### src/minmax_peak_decimator_defines.svh
// assertion macros for the min/max peak decimator
// no dependencies; included by the top level only
`ifndef MINMAX_PEAK_DECIMATOR_DEFINES_SVH
`define MINMAX_PEAK_DECIMATOR_DEFINES_SVH

// condition holds at every clock edge out of reset
`define MMPD_ASSERT_ALWAYS(label, clk, rstn, cond, msg) \
    label: assert property (@(posedge clk) disable iff (!(rstn)) (cond)) \
        else $error(msg);

// antecedent at one edge implies consequent at the next
`define MMPD_ASSERT_NEXT(label, clk, rstn, ante, cons, msg) \
    label: assert property (@(posedge clk) disable iff (!(rstn)) (ante) |=> (cons)) \
        else $error(msg);

`endif

### src/mmpd_pkg.sv
// shared types, constants and helper functions of the min/max peak decimator
// no dependencies; used by mmpd_quant and minmax_peak_decimator
`default_nettype none

package mmpd_pkg;

    localparam logic [16:0] MAX_BLOCKS = 17'd65536;
    localparam logic [13:0] MAX_TEXELS = 14'd8192;

    // configuration register indexes
    typedef enum logic [0:0] {
        CFG_VISIBLE_BLOCKS = 1'b0,
        CFG_TEXEL_COUNT    = 1'b1
    } cfg_index_t;

    // running group values
    typedef struct packed {
        logic signed [15:0] min;
        logic signed [15:0] max;
        logic [15:0]        low;
        logic [15:0]        mid;
        logic [15:0]        high;
    } run_vals_t;

    // quantized texel bytes
    typedef struct packed {
        logic [7:0] min;
        logic [7:0] max;
        logic [7:0] low;
        logic [7:0] mid;
        logic [7:0] high;
    } texel_bytes_t;

    localparam run_vals_t RUN_RESET = '{
        min:  16'sh7FFF,
        max:  16'sh8000,
        low:  16'h0000,
        mid:  16'h0000,
        high: 16'h0000
    };

    // blocks per window clamped to 1..MAX_BLOCKS
    function automatic logic [16:0] eff_visible(input logic [16:0] raw);
        logic [16:0] v;
        v = raw;
        if (v == 17'd0) begin
            v = 17'd1;
        end
        if (v > MAX_BLOCKS) begin
            v = MAX_BLOCKS;
        end
        return v;
    endfunction

    // texels per window clamped to 1..MAX_TEXELS, then saturated to the block count
    function automatic logic [13:0] eff_texels(input logic [13:0] raw,
                                               input logic [16:0] vis);
        logic [13:0] t;
        t = raw;
        if (t == 14'd0) begin
            t = 14'd1;
        end
        if (t > MAX_TEXELS) begin
            t = MAX_TEXELS;
        end
        if ({3'b000, t} > vis) begin
            t = vis[13:0];
        end
        return t;
    endfunction

    // floor((u * 255 + 32768) / 65536), never above 255
    function automatic logic [7:0] quant8(input logic [15:0] u);
        logic [23:0] p;
        p = {u, 8'h00} - {8'h00, u} + 24'd32768;
        return p[23:16];
    endfunction

endpackage

`default_nettype wire

### src/mmpd_quant.sv
// byte quantizer for one texel: amplitudes mapped -1..1 onto 0..255, energies scaled
// depends on mmpd_pkg
`default_nettype none

module mmpd_quant (
    input  wire mmpd_pkg::run_vals_t    run_i,
    output mmpd_pkg::texel_bytes_t      bytes_o
);

    // adding 32768 to a signed 16-bit value flips its sign bit
    always_comb begin
        bytes_o.min  = mmpd_pkg::quant8({~run_i.min[15], run_i.min[14:0]});
        bytes_o.max  = mmpd_pkg::quant8({~run_i.max[15], run_i.max[14:0]});
        bytes_o.low  = mmpd_pkg::quant8(run_i.low);
        bytes_o.mid  = mmpd_pkg::quant8(run_i.mid);
        bytes_o.high = mmpd_pkg::quant8(run_i.high);
    end

endmodule

`default_nettype wire

### src/minmax_peak_decimator.sv
// min/max peak-detect decimator, top level
// depends on mmpd_pkg, mmpd_quant and minmax_peak_decimator_defines.svh
// usage:
//   s_ channel: one analysis block per request (min/max amplitude, three band
//   energies, window_start flag). s_window_start restarts the window first.
//   m_ channel: one texel per closed group, with its index and a last flag.
//   cfg channel: cfg_index selects visible_blocks or texel_count, cfg_data
//   carries the value; a write restarts the window. cfg_ready is always high.
// timing:
//   one block per cycle while s_ready is high. a block is folded into the running
//   group in the cycle it is taken; when it closes the group the texel is on m_
//   from the cycle after that edge. the output register lets the next block in
//   while a texel waits, so s_ready only drops when a texel is held and
//   m_ready is low (the output register is the only buffer).
// window bookkeeping:
//   group ends are found with an error accumulator, no divider. after the
//   last texel of a window further blocks are dropped until window_start or a cfg write.
// reset:
//   both registers return to 1, the window restarts empty, no texel pending.
`default_nettype none

`include "minmax_peak_decimator_defines.svh"

module minmax_peak_decimator (
    input  wire                aclk,
    input  wire                aresetn,

    // configuration writes
    input  wire                cfg_valid,
    output logic               cfg_ready,
    input  wire  [0:0]         cfg_index,
    input  wire  [16:0]        cfg_data,

    // analysis block requests
    input  wire                s_valid,
    output logic               s_ready,
    input  wire                s_window_start,
    input  wire signed [15:0]  s_min_value,
    input  wire signed [15:0]  s_max_value,
    input  wire  [15:0]        s_low_energy,
    input  wire  [15:0]        s_mid_energy,
    input  wire  [15:0]        s_high_energy,

    // texel results
    output logic               m_valid,
    input  wire                m_ready,
    output logic [12:0]        m_texel_index,
    output logic [7:0]         m_min_byte,
    output logic [7:0]         m_max_byte,
    output logic [7:0]         m_low_byte,
    output logic [7:0]         m_mid_byte,
    output logic [7:0]         m_high_byte,
    output logic               m_last_texel
);

    // configuration: raw register values and their clamped forms
    logic [16:0] vis_raw_reg, vis_raw_next;
    logic [13:0] tex_raw_reg, tex_raw_next;
    logic [16:0] v_eff_reg,   v_eff_next;
    logic [13:0] t_eff_reg,   t_eff_next;

    // window state
    logic [15:0]         err_reg, err_next;   // stays below the block count
    logic [12:0]         cnt_reg, cnt_next;
    logic                done_reg, done_next;
    mmpd_pkg::run_vals_t run_reg, run_next;

    // output stage
    logic                m_valid_reg, m_valid_next;
    logic [12:0]         idx_reg;
    mmpd_pkg::texel_bytes_t bytes_reg;
    logic                last_reg;

    logic cfg_fire;
    logic s_fire;

    // per-request working values
    logic [15:0]         restart_err;
    logic [15:0]         err_base;
    logic [12:0]         cnt_base;
    logic                done_base;
    mmpd_pkg::run_vals_t run_base;
    mmpd_pkg::run_vals_t run_merge;
    logic                group_close;
    logic                emit_last;
    logic                emit;
    logic [17:0]         err_wrap;
    logic [15:0]         err_step;
    logic [16:0]         cfg_err;
    logic [16:0]         win_err;
    mmpd_pkg::texel_bytes_t quant_bytes;

    // handshakes
    assign cfg_ready = 1'b1;
    assign cfg_fire  = cfg_valid && cfg_ready;
    assign s_ready   = !m_valid_reg || m_ready;
    assign s_fire    = s_valid && s_ready;

    // register write decode, clamping recomputed from the values being written
    always_comb begin
        vis_raw_next = vis_raw_reg;
        tex_raw_next = tex_raw_reg;
        if (cfg_fire) begin
            unique case (mmpd_pkg::cfg_index_t'(cfg_index))
                mmpd_pkg::CFG_VISIBLE_BLOCKS: vis_raw_next = cfg_data;
                mmpd_pkg::CFG_TEXEL_COUNT:    tex_raw_next = cfg_data[13:0];
                default:                      vis_raw_next = vis_raw_reg;
            endcase
        end
        v_eff_next = mmpd_pkg::eff_visible(vis_raw_next);
        t_eff_next = mmpd_pkg::eff_texels(tex_raw_next, v_eff_next);
    end

    // error accumulator start value, V - T always fits in 16 bits
    assign win_err     = v_eff_reg - {3'b000, t_eff_reg};
    assign restart_err = win_err[15:0];
    assign cfg_err     = v_eff_next - {3'b000, t_eff_next};

    // window_start clears everything before the block is folded in
    always_comb begin
        if (s_window_start) begin
            err_base  = restart_err;
            cnt_base  = 13'd0;
            done_base = 1'b0;
            run_base  = mmpd_pkg::RUN_RESET;
        end else begin
            err_base  = err_reg;
            cnt_base  = cnt_reg;
            done_base = done_reg;
            run_base  = run_reg;
        end
    end

    // fold the block into the running group
    always_comb begin
        run_merge = run_base;
        if (s_min_value < run_base.min) begin
            run_merge.min = s_min_value;
        end
        if (s_max_value > run_base.max) begin
            run_merge.max = s_max_value;
        end
        if (s_low_energy > run_base.low) begin
            run_merge.low = s_low_energy;
        end
        if (s_mid_energy > run_base.mid) begin
            run_merge.mid = s_mid_energy;
        end
        if (s_high_energy > run_base.high) begin
            run_merge.high = s_high_energy;
        end
    end

    // group boundary: the block closes its group when the error is below T
    assign group_close = err_base < {2'b00, t_eff_reg};
    assign emit_last   = ({1'b0, cnt_base} + 14'd1) >= t_eff_reg;
    assign emit        = s_fire && !cfg_fire && !done_base && group_close;
    assign err_wrap    = {2'b00, err_base} + {1'b0, v_eff_reg} - {4'h0, t_eff_reg};
    assign err_step    = err_base - {2'b00, t_eff_reg};

    mmpd_quant u_quant (
        .run_i   (run_merge),
        .bytes_o (quant_bytes)
    );

    // window state update; a configuration write restarts the window
    always_comb begin
        err_next  = err_reg;
        cnt_next  = cnt_reg;
        done_next = done_reg;
        run_next  = run_reg;
        if (cfg_fire) begin
            err_next  = cfg_err[15:0];
            cnt_next  = 13'd0;
            done_next = 1'b0;
            run_next  = mmpd_pkg::RUN_RESET;
        end else if (s_fire) begin
            err_next  = err_base;
            cnt_next  = cnt_base;
            done_next = done_base;
            run_next  = run_base;
            if (!done_base) begin
                if (group_close) begin
                    // texel goes out, group starts over
                    err_next  = err_wrap[15:0];
                    cnt_next  = cnt_base + 13'd1;
                    done_next = emit_last;
                    run_next  = mmpd_pkg::RUN_RESET;
                end else begin
                    err_next  = err_step;
                    run_next  = run_merge;
                end
            end
        end
    end

    // output register: loaded on a closing block, cleared once taken
    always_comb begin
        if (emit) begin
            m_valid_next = 1'b1;
        end else if (m_ready) begin
            m_valid_next = 1'b0;
        end else begin
            m_valid_next = m_valid_reg;
        end
    end

    // control and window state
    always_ff @(posedge aclk) begin
        if (!aresetn) begin
            vis_raw_reg <= 17'd1;
            tex_raw_reg <= 14'd1;
            v_eff_reg   <= 17'd1;
            t_eff_reg   <= 14'd1;
            err_reg     <= 16'd0;
            cnt_reg     <= 13'd0;
            done_reg    <= 1'b0;
            run_reg     <= mmpd_pkg::RUN_RESET;
            m_valid_reg <= 1'b0;
        end else begin
            vis_raw_reg <= vis_raw_next;
            tex_raw_reg <= tex_raw_next;
            v_eff_reg   <= v_eff_next;
            t_eff_reg   <= t_eff_next;
            err_reg     <= err_next;
            cnt_reg     <= cnt_next;
            done_reg    <= done_next;
            run_reg     <= run_next;
            m_valid_reg <= m_valid_next;
        end
    end

    // texel payload, no reset needed
    always_ff @(posedge aclk) begin
        if (emit) begin
            idx_reg   <= cnt_base;
            bytes_reg <= quant_bytes;
            last_reg  <= emit_last;
        end
    end

    assign m_valid       = m_valid_reg;
    assign m_texel_index = idx_reg;
    assign m_min_byte    = bytes_reg.min;
    assign m_max_byte    = bytes_reg.max;
    assign m_low_byte    = bytes_reg.low;
    assign m_mid_byte    = bytes_reg.mid;
    assign m_high_byte   = bytes_reg.high;
    assign m_last_texel  = last_reg;

    // checks on the window bookkeeping
    `MMPD_ASSERT_ALWAYS(a_err_below_v, aclk, aresetn, 17'(err_reg) < v_eff_reg, "boundary error reached block count")
    `MMPD_ASSERT_ALWAYS(a_t_in_range, aclk, aresetn, (t_eff_reg != 14'd0) && (17'(t_eff_reg) <= v_eff_reg), "texel count out of range")
    `MMPD_ASSERT_ALWAYS(a_cnt_below_t, aclk, aresetn, done_reg || (14'(cnt_reg) < t_eff_reg), "texel counter passed texel count")
    `MMPD_ASSERT_NEXT(a_last_closes, aclk, aresetn, emit && emit_last, done_reg && m_valid_reg && m_last_texel, "last texel did not close the window")

endmodule

`default_nettype wire

### config.mk
export PLATFORM = sky130hd
export DESIGN_NAME = minmax_peak_decimator
export DESIGN_NICKNAME = d
export VERILOG_FILES = /design/src/mmpd_pkg.sv /design/src/mmpd_quant.sv /design/src/minmax_peak_decimator.sv
export VERILOG_INCLUDE_DIRS = /design/src /design/src/src
export SDC_FILE = /design/constraint.sdc
export NUM_CORES = 1
export LEC_CHECK = 0
export ABC_CLOCK_PERIOD_IN_PS = 8600
export BUFFER_PORTS_ARGS = -buffer_cell sky130_fd_sc_hd__buf_2
export CAP_MARGIN = 0
export CORE_ASPECT_RATIO = 0.7
export CORE_MARGIN = 2
export CORE_UTILIZATION = 46
export DETAILED_ROUTE_END_ITERATION = 10
export PLACE_DENSITY = 0.71
export SYNTH_ARGS = -nofsm -noshare
export SYNTH_HDL_FRONTEND = slang
export SYNTH_SLANG_ARGS = --single-unit
### constraint.sdc
create_clock -name aclk -period 8.6 [get_ports aclk]
set_clock_uncertainty 0.15 [all_clocks]
set_input_delay 0.43 -clock aclk [delete_from_list [all_inputs] [get_ports aclk]]
set_output_delay 0.43 -clock aclk [all_outputs]
set_load 0.005 [all_outputs]
# [Yosys cells after proc, flatten, opt, wreduce, memory -nomap -nowiden]
# Index checks and enable logic that the tools add are counted.
[classes] add_sub_neg=17 multipliers=0 n_div=0 magnitude_cmp=10 eq_ne=0 n_shift=0 mux=30 n_bitwise=3 reduce_logical=13
[ops] op="80-bit 2-to-1 mux" n=3
[ops] op="16-bit 2-to-1 mux" n=10
[ops] op="24-bit by 16-bit adder with 24-bit output (second input constant)" n=5
[ops] op="24-bit by 16-bit subtractor with 24-bit output" n=5
[ops] op="14-bit 2-to-1 mux" n=5
[ops] op="17-bit 2-to-1 mux" n=4
[ops] op="16-bit greater-than comparator" n=4
[ops] op="16-bit by 14-bit subtractor with 16-bit output" n=4
[ops] op="13-bit 2-to-1 mux" n=3
[ops] op="14-bit by 17-bit greater-than comparator with 1-bit output" n=1
[ops] op="17-bit greater-than comparator (second input constant)" n=1
[ops] op="17-bit logical NOT" n=1
[ops] op="16-bit adder" n=1
[ops] op="16-bit by 14-bit < comparator with 1-bit output" n=1
[ops] op="16-bit < comparator" n=1
[ops] op="13-bit by 1-bit adder with 14-bit output (second input constant)" n=1
[ops] op="14-bit greater-or-equal comparator" n=1
[ops] op="14-bit greater-than comparator (second input constant)" n=1
[ops] op="14-bit logical NOT" n=1
[ops] op="13-bit by 1-bit adder with 13-bit output (second input constant)" n=1
[ops] op="1-bit 2-to-1 mux" n=5
[ops] op="1-bit logical AND" n=4
[ops] op="2-bit nonzero test" n=2
[ops] op="1-bit logical NOT" n=3
[ops] op="other kinds (3)" n=5
[word_totals] regBits=226 latchBits=0 mem_bits_rw=0 mem_bits_ro=0 in_bits=104 out_inout_bits=57 wordCells=93 memories=0

# [Longest topological paths before layout]
# Gate-level depths: netlist (run 1).
[logic_depth] depth_word=10 depth_mapped=33 ltp_nobuf=31

# [Cells and area by module]
# From an unflattened synthesis (run 1), not the netlist that was laid out.
[hier_totals] hier_cells=2233 hier_area_um2=19198.4
[by_module_without_submodules] module="minmax_peak_decimator" n_inst=1 cells_each=1808 area_each_um2=15871.5 seq_area_each_um2=5064.9
[by_module_without_submodules] module="mmpd_quant" n_inst=1 cells_each=425 area_each_um2=3326.9 seq_area_each_um2=0.0

# [Least setup slack after synthesis (run 1)]
# Ideal clock, no wire load.
[synth_timing] kind="input to register" start="in cfg_index" end="reg err_reg[15]" setup_time_ns=0.095 arrival_time_ns=6.756 required_ns=8.355 slack_ns=1.598 path_stages=32 path_buffers=3 path_cell_list="nand2b_1 > clkbuf_1 > mux2i_1 > nand3_1 > or4_1 > nor2_1 > nor2_1 > nor2_1 > inv_1 > ha_1 > nor2b_1 > o21a_1 > o21a_1 > o21a_1 > o21a_1 > o21ai_0 > a21oi_1 > o31a_1 > buf_2 > buf_2 > mux2i_1 > ha_1 > nor2b_1 > o21ai_0 > a21boi_0 > o41ai_1 > o21ai_0 > o41ai_1 > o21ai_0 > a211oi_1 > xor2_1 > a221oi_1"
[synth_between] elab_chain_cells=10 elab_cells_between_ends=16 classes_between="1 x add/sub; 3 x order compare; 10 x mux; 2 x reduce/logical"
[synth_lines] item="from (decl)" line_no="minmax_peak_decimator.sv:31" source="input wire [0:0] cfg_index,"
[synth_lines] item="17-bit 2-to-1 mux *" line_no="minmax_peak_decimator.sv:104" source="unique case (mmpd_pkg::cfg_index_t'(cfg_index))"
[synth_lines] item="17-bit 2-to-1 mux *" line_no="minmax_peak_decimator.sv:103" source="if (cfg_fire) begin"
[synth_lines] item="17-bit logical NOT" line_no="mmpd_pkg.sv:46" source="if (v == 17'd0) begin"
[synth_lines] item="17-bit 2-to-1 mux *" line_no="mmpd_pkg.sv:46"
[synth_lines] item="17-bit greater-than comparator" line_no="mmpd_pkg.sv:49" source="if (v > MAX_BLOCKS) begin"
[synth_lines] item="17-bit 2-to-1 mux *" line_no="mmpd_pkg.sv:49"
[synth_lines] item="via v_eff_next[1]" line_no="minmax_peak_decimator.sv:59" source="logic [16:0] v_eff_reg, v_eff_next;"
[synth_lines] item="14-bit by 17-bit greater-than comparator with 1-bit output" line_no="mmpd_pkg.sv:66" source="if ({3'b000, t} > vis) begin"
[synth_lines] item="14-bit 2-to-1 mux" line_no="mmpd_pkg.sv:66"
[synth_lines] item="16-bit by 14-bit subtractor with 16-bit output *" line_no="minmax_peak_decimator.sv:117" source="assign cfg_err = v_eff_next - {3'b000, t_eff_next};"
[synth_lines] item="16-bit 2-to-1 mux *" line_no="minmax_peak_decimator.sv:172" source="if (cfg_fire) begin"
[synth_lines] item="to (signal assigned)" line_no="minmax_peak_decimator.sv:225" source="err_reg <= err_next;"
[synth_lines] item="to (decl)" line_no="minmax_peak_decimator.sv:63" source="logic [15:0] err_reg, err_next;"
# The timed path passes the listed nets; every way through them passes the cells marked *.
# A chain may end at the register's enable or synchronous reset.

# [Final worst setup path (run 1)]
[layout_timing] start="in cfg_valid" end="reg err_reg[15]"
[layout_between] elab_chain_cells=9 elab_cells_between_ends=15 classes_between="1 x add/sub; 3 x order compare; 8 x mux; 3 x reduce/logical"
[layout_lines] item="from (decl)" line_no="minmax_peak_decimator.sv:29" source="input wire cfg_valid,"
[layout_lines] item="17-bit 2-to-1 mux *" line_no="minmax_peak_decimator.sv:103"
[layout_lines] item="17-bit logical NOT" line_no="mmpd_pkg.sv:46"
[layout_lines] item="17-bit 2-to-1 mux *" line_no="mmpd_pkg.sv:46"
[layout_lines] item="17-bit greater-than comparator" line_no="mmpd_pkg.sv:49"
[layout_lines] item="17-bit 2-to-1 mux *" line_no="mmpd_pkg.sv:49"
[layout_lines] item="via v_eff_next[1]" line_no="minmax_peak_decimator.sv:59"
[layout_lines] item="14-bit by 17-bit greater-than comparator with 1-bit output" line_no="mmpd_pkg.sv:66"
[layout_lines] item="14-bit 2-to-1 mux" line_no="mmpd_pkg.sv:66"
[layout_lines] item="16-bit by 14-bit subtractor with 16-bit output *" line_no="minmax_peak_decimator.sv:117"
[layout_lines] item="16-bit 2-to-1 mux *" line_no="minmax_peak_decimator.sv:172"
# Marks and branches as above.

==> impl_metrics.ini, run 1 <==
[clocking]
root_buffer = clkbuf_16
clockBufferDepth = 3
numCtsBuffers = 26
cts_sinks = 226
insertion_delay_ps = 570
postCtsSetupBuffers = 0
htree_levels = 1
cts_tree = yes
clk_pin_slew_ps = 70

[timing]
setup_tns_ps = 0
rsz0062_at_grt = false
setup_slack_ps = 733
hold_viol = 0
min_period_ps = 7870
fin_crit_sh = 0.915
whs_ps = 18.2
setup_violations = 0
tightest_slew_ps = 1360
slew_headroom = 0.0830
fmax_ghz = 0.127
final_max_slew_viol_count = 0

[detailed_routing]
drtAntennaViolNets = 0
routedWlPerCell_um = 18.7
wl_met3_mm = 4.20
post_drt_via_cell_ratio = 5.87
wl_met2_mm = 22.8
drc = 0
dr.pass1.iters = 5
wl_mm = 53.9
vias = 16900
drt-met1-wl_mm = 25.5
top_layer = met5
drt_iter0_markers = 1399

[power]
p_total_mw = 4.48
ir_drop_mv = 0.228
power_density_mw_per_mm2 = 216
leakage_nw = 9.01

[die]
initial_core_util = 0.466
core_mm2 = 0.0397
die_height_um = 172
io_pins = 161
die_w_um = 244
design.die.area_mm2 = 0.0418
fp-row-count = 61

[layout]
layout-drive-gt1-share = 0.125
final_nets = 2721
area_growth_pct = 12.0
post_layout_nonfiller_instances = 2879
largest_reg_flops = 80
diodes = 0

[synthesis]
synth_area_leaders = ha_1 (19%), dfxtp_1 (19%), edfxtp_1 (8.8%)
yosysSeqAreaShare = 0.274
syn_inst = 2194
yosys.area.top_type = ha_1
synth_area_mm2 = 0.0185
synth_common_cells = ha_1 (276), nor2_1 (243), nand2_1 (174)
synth-seq-cells = 226
synth.distinct_cells = 92
synth_most_common_cell = ha_1
yosys_most_used_dff = dfxtp_1
synth_nets = 2591
synthArstFlopShare = 0
yosysTopAreaCellShare = 0.187
synth_edf_count = 54
syn_avg_cell_area_um2 = 8.43
yosys_warnings = 0

[grt]
grt_pass1_wl_mm = 85.7
grt_pass1_vias = 16300
overflow = 0
grtUsageTotal = 0.252
grt_max_degree = 56
antenna_found_initial = 1

[flow_run]
cap_violations = 0

[place]
port_buffers = 159
dpl.cell_count = 2829
place.gp.congestion = 0.961
hpwl_mm = 40.9
post-place-ws_ps = 161

[critical_path]
crit_fanout = 15
critPathArrivalTime_ps = 8180
end_kind = flip-flop
required_ps = 8910
crit_slowest_cell = or4_1
cp_slowest_stage_delay_ps = 580
critical_path.startpoint_type = primary input
critical_path_class = in2reg

[min_path]
hold_class = in2reg

[outcome]
status = complete, no violations
[routing by layer]
layer / vias up / GRT usage
li1: 8221 / -
met1: 7976 / 0.362
met3: 82 / 0.0423
met4: 2 / 0.0652
met5: - / 0
met2: 626 / 0.391
[worst max-delay path, delay by kind of cell]
family	cells	cell delay (ps)
buffers and inverters	2	350
AND/OR/NAND/NOR	8	2130
AO/OA/AOI/OAI	15	3630
adder cells (fa/ha/maj)	2	660
XOR/XNOR	1	110
multiplexers	2	830
[placed cells by master (no fill, tap or decap), drive strengths merged, types with 8 or more instances in the layout]
cell and n:
a211oi 20, a21o 34, a21oi 161, a221oi 24, a22o 13, a2bb2oi 12, a31oi 23, and2 11
and3 18, buf 182, clkbuf 31, clkinv 10, dfxtp 172, edfxtp 54, fa 17, ha 276
inv 151, mux2 28, mux2i 58, nand2 175, nand2b 14, nand3 41, nand4 32, nor2 244
nor2b 52, nor3 44, nor4 20, o211ai 11, o21a 16, o21ai 158, o21bai 9, o31ai 15
o41ai 8, or2 11, or4 10, xnor2 60, xor2 38
[stage by stage]
| stage | util | area [µm²] |
|---|---|---|
| after global routing | 0.522 | 20700 |
| after CTS | 0.522 | 20700 |
| final | 0.522 | 20700 |
| after floorplan | - | 18500 |
| after detailed placement | 0.499 | 19800 |
| after global placement | 0.499 | 19800 |
[logic make-up after synthesis]
| kind of cell | synth area share |
|---|---|
| other | 0.000203 |
| buffers and inverters | 0.0487 |
| and+or+nand+nor | 0.175 |
| xor gates and xnor gates | 0.0464 |
| muxes | 0.0485 |
| adders and majority gates | 0.205 |
| AOI/OAI and AO/OA | 0.202 |
| DFF | 0.274 |
[final cells by class]
type	count	area [µm²]
sequential	226	5060
clock buffer	31	731
tap	535	669
timing repair buffer	184	991
clock inverter	17	158
multi-input combinational	1739	12500
inverter	147	552
fill	3724	19000
[worst paths after layout]
check	startpoint	to	slack (ps)	depth (start not counted)
worst max-delay path	cfg_valid	err_reg[15]	730	30
worst min register to register	run_reg[45]	run_reg[45]	300	2
worst min-delay path	cfg_data[7]	tex_raw_reg[7]	20	3
worst max register to register	vis_raw_reg[2]	err_reg[15]	950	28
[power by group]
part | switching [mW] | leakage (nW) | internal (mW)
registers | 0.0457 | 1.88 | 1.19
clock network | 0.504 | 0.447 | 0.671
logic | 1.23 | 6.69 | 0.842
total | 1.78 | 9.01 | 2.71
[repair_timing]
item | 4_1_cts | 5_1_grt
hold buffers | 2 | 0
setup endpoints to repair | 0 | 1
gates resized for setup | 0 | 1
endpoints found under the hold margin | 2 | 0
(Power assumes the default switching activity.)
==> run 2, diff against run 1 <==
--- a/config.mk
+++ b/config.mk
@@ -6,14 +6,17 @@
 export SDC_FILE = /design/constraint.sdc
 export NUM_CORES = 1
 export LEC_CHECK = 0
+export ABC_AREA = 1
 export ABC_CLOCK_PERIOD_IN_PS = 8600
 export BUFFER_PORTS_ARGS = -buffer_cell sky130_fd_sc_hd__buf_2
 export CAP_MARGIN = 0
 export CORE_ASPECT_RATIO = 0.7
 export CORE_MARGIN = 2
 export CORE_UTILIZATION = 46
+export CTS_BUF_LIST = sky130_fd_sc_hd__clkbuf_2
 export DETAILED_ROUTE_END_ITERATION = 10
 export PLACE_DENSITY = 0.71
 export SYNTH_ARGS = -nofsm -noshare
 export SYNTH_HDL_FRONTEND = slang
 export SYNTH_SLANG_ARGS = --single-unit
+export TNS_END_PERCENT = 50
==> impl_metrics.ini, run 2 <==
[critical_path]
required_ps = 9540
reg2reg_from = vis_raw_reg[14]
ff2ff_path_depth = 32
path_buf_inv = 10
reg2reg_to = err_reg[15]
cp_top_family = buffers and inverters
critical_path_class = in2reg
cp_slowest_stage_delay_ps = 600
r2r_slack_ps = 2010
critical_path.startpoint_type = primary input
cp-endpoint = err_reg[15]
crit_start = cfg_data[14]
end_kind = flip-flop
crit_top_cell = nand2_1
critPathArrivalTime_ps = 8310
crit_slowest_cell = dlygate4sd3_1
path_depth = 36
crit_fanout = 24

[clocking]
root_buffer = clkbuf_2
cts_sinks = 226
cts_resized = 0
cts_tree = yes
htree_levels = 2
numCtsBuffers = 61
insertion_delay_ps = 1170
clockBufferDepth = 3
clk_pin_slew_ps = 110

[min_path]
hold_class = in2reg
hp-start = cfg_data[13]

[synthesis]
synth_area_mm2 = 0.0213
yosysSeqAreaShare = 0.238
synth_common_cells = nand2_1 (881), inv_1 (362), nor2_1 (288)
yosysTopAreaCellShare = 0.162
synth_edf_count = 54
yosys_most_used_dff = dfxtp_1
synth.distinct_cells = 65
yosys.area.top_type = ha_1
synth_nets = 3609
synth_most_common_cell = nand2_1
synthArstFlopShare = 0
synth-seq-cells = 226
yosys_warnings = 0
syn_inst = 3212
syn_avg_cell_area_um2 = 6.62
synth_area_leaders = ha_1 (16%), dfxtp_1 (16%), nand2_1 (16%)

[die]
core_mm2 = 0.0453
io_pins = 161
initial_core_util = 0.469
die_w_um = 261
fp-row-count = 65
design.die.area_mm2 = 0.0480
die_height_um = 184

[place]
post-place-ws_ps = 2030
port_buffers = 159
hpwl_mm = 49.6
place.gp.congestion = 1.01

[detailed_routing]
post_drt_via_cell_ratio = 5.47
dr.pass1.iters = 6
drtAntennaViolNets = 0
wl_mm = 67.0
drc = 0
drt_iter0_markers = 2371
routedWlPerCell_um = 16.2
vias = 22600

[timing]
min_period_ps = 7360
final_max_slew_viol_count = 0
slew_headroom = 0.252
whs_ps = 91.2
setup_tns_ps = 0
setup_slack_ps = 1240
rsz0062_at_grt = false
fin_crit_sh = 0.856
hold_viol = 0
tightest_slew_ps = 1120
setup_violations = 0
fmax_ghz = 0.136

[grt]
grtUsageTotal = 0.276
overflow = 0
grt_pass1_wl_mm = 107
grt_max_degree = 73
grt_pass1_vias = 20600
antenna_found_initial = 2

[layout]
final_nets = 3876
final_common_cell = nand2_1
fin_util = 0.538
largest_reg_flops = 80
layout_common_cells = nand2_1 (880), inv_1 (360), a21oi_1 (287), nor2_1 (286), ha_1 (276)
area_growth_pct = 14.7
layout-drive-gt1-share = 0.0907

[outcome]
status = complete, no violations

[power]
ir_drop_mv = 0.110
power_density_mw_per_mm2 = 207
leakage_nw = 12.0
p_total_mw = 5.05

[flow_run]
cap_violations = 0
run 2: worst min-delay path: stages:
cell	delay, ps
dlygate4sd3_1	530
buf_2	140
o21ai_1	150
nor2_1	110
run 2: final cells by class:
cell class                      count  area, µm²
Fill cell                        4540      20900
Antenna cell                        2       5.00
Inverter                          379       1420
Tap cell                          603        754
Multi-Input combinational cell   2509      14400
Clock inverter                     33        179
Clock buffer                       81        405
Timing Repair Buffer              302       2190
Sequential cell                   226       5060
run 2: report_power, final:
group / total (mW) / internal [mW] / leakage [nW] / switching, mW
clock: 0.825 / 0.302 / 0.423 / 0.523
sequential: 1.25 / 1.20 / 1.90 / 0.0497
combinational: 2.97 / 1.06 / 9.66 / 1.91
run 2: cell families after synthesis:
group | after synthesis | share of synthesized area
AND/OR/NAND/NOR | 1485 | 0.291
AO/OA/AOI/OAI | 663 | 0.177
buffers and inverters | 477 | 0.0871
adder cells (fa/ha/maj) | 293 | 0.178
flip-flops | 226 | 0.238
XOR/XNOR | 61 | 0.0251
multiplexers | 6 | 0.00294
other | 1 | 0.000176
run 2: how the worst min path moves through the flow:
stage                           end  slack, ps  depth (start not counted)
floorplan               cnt_reg[12]        300                          2
global placement         cnt_reg[1]        310                          2
detailed placement      run_reg[41]        310                          2
CTS                 tex_raw_reg[13]         10                          4
global route         tex_raw_reg[7]         50                          5
finish              tex_raw_reg[13]         90                          4
run 2: routing by layer:
layer,GRT usage,wire (µm)
met1,0.413,32900
met2,0.407,27300
met3,0.0466,5800
met4,0.0663,1110
met5,0,0
run 2: repair_timing:
action | CTS | global route
endpoints found under the hold margin | 192 | 0
hold buffers | 130 | 0
setup buffers | 0 | 0
run 2: through the flow:
| step | area [µm²] | std cells |
|---|---|---|
| 2_1_floorplan | 21300 | 3212 |
| 3_3_place_gp | 22500 | 3889 |
| 3_5_place_dp | 22500 | 3889 |
| 4_1_cts | 24400 | 4133 |
| 5_1_grt | 24400 | 4135 |
| 6_report | 24400 | 4135 |
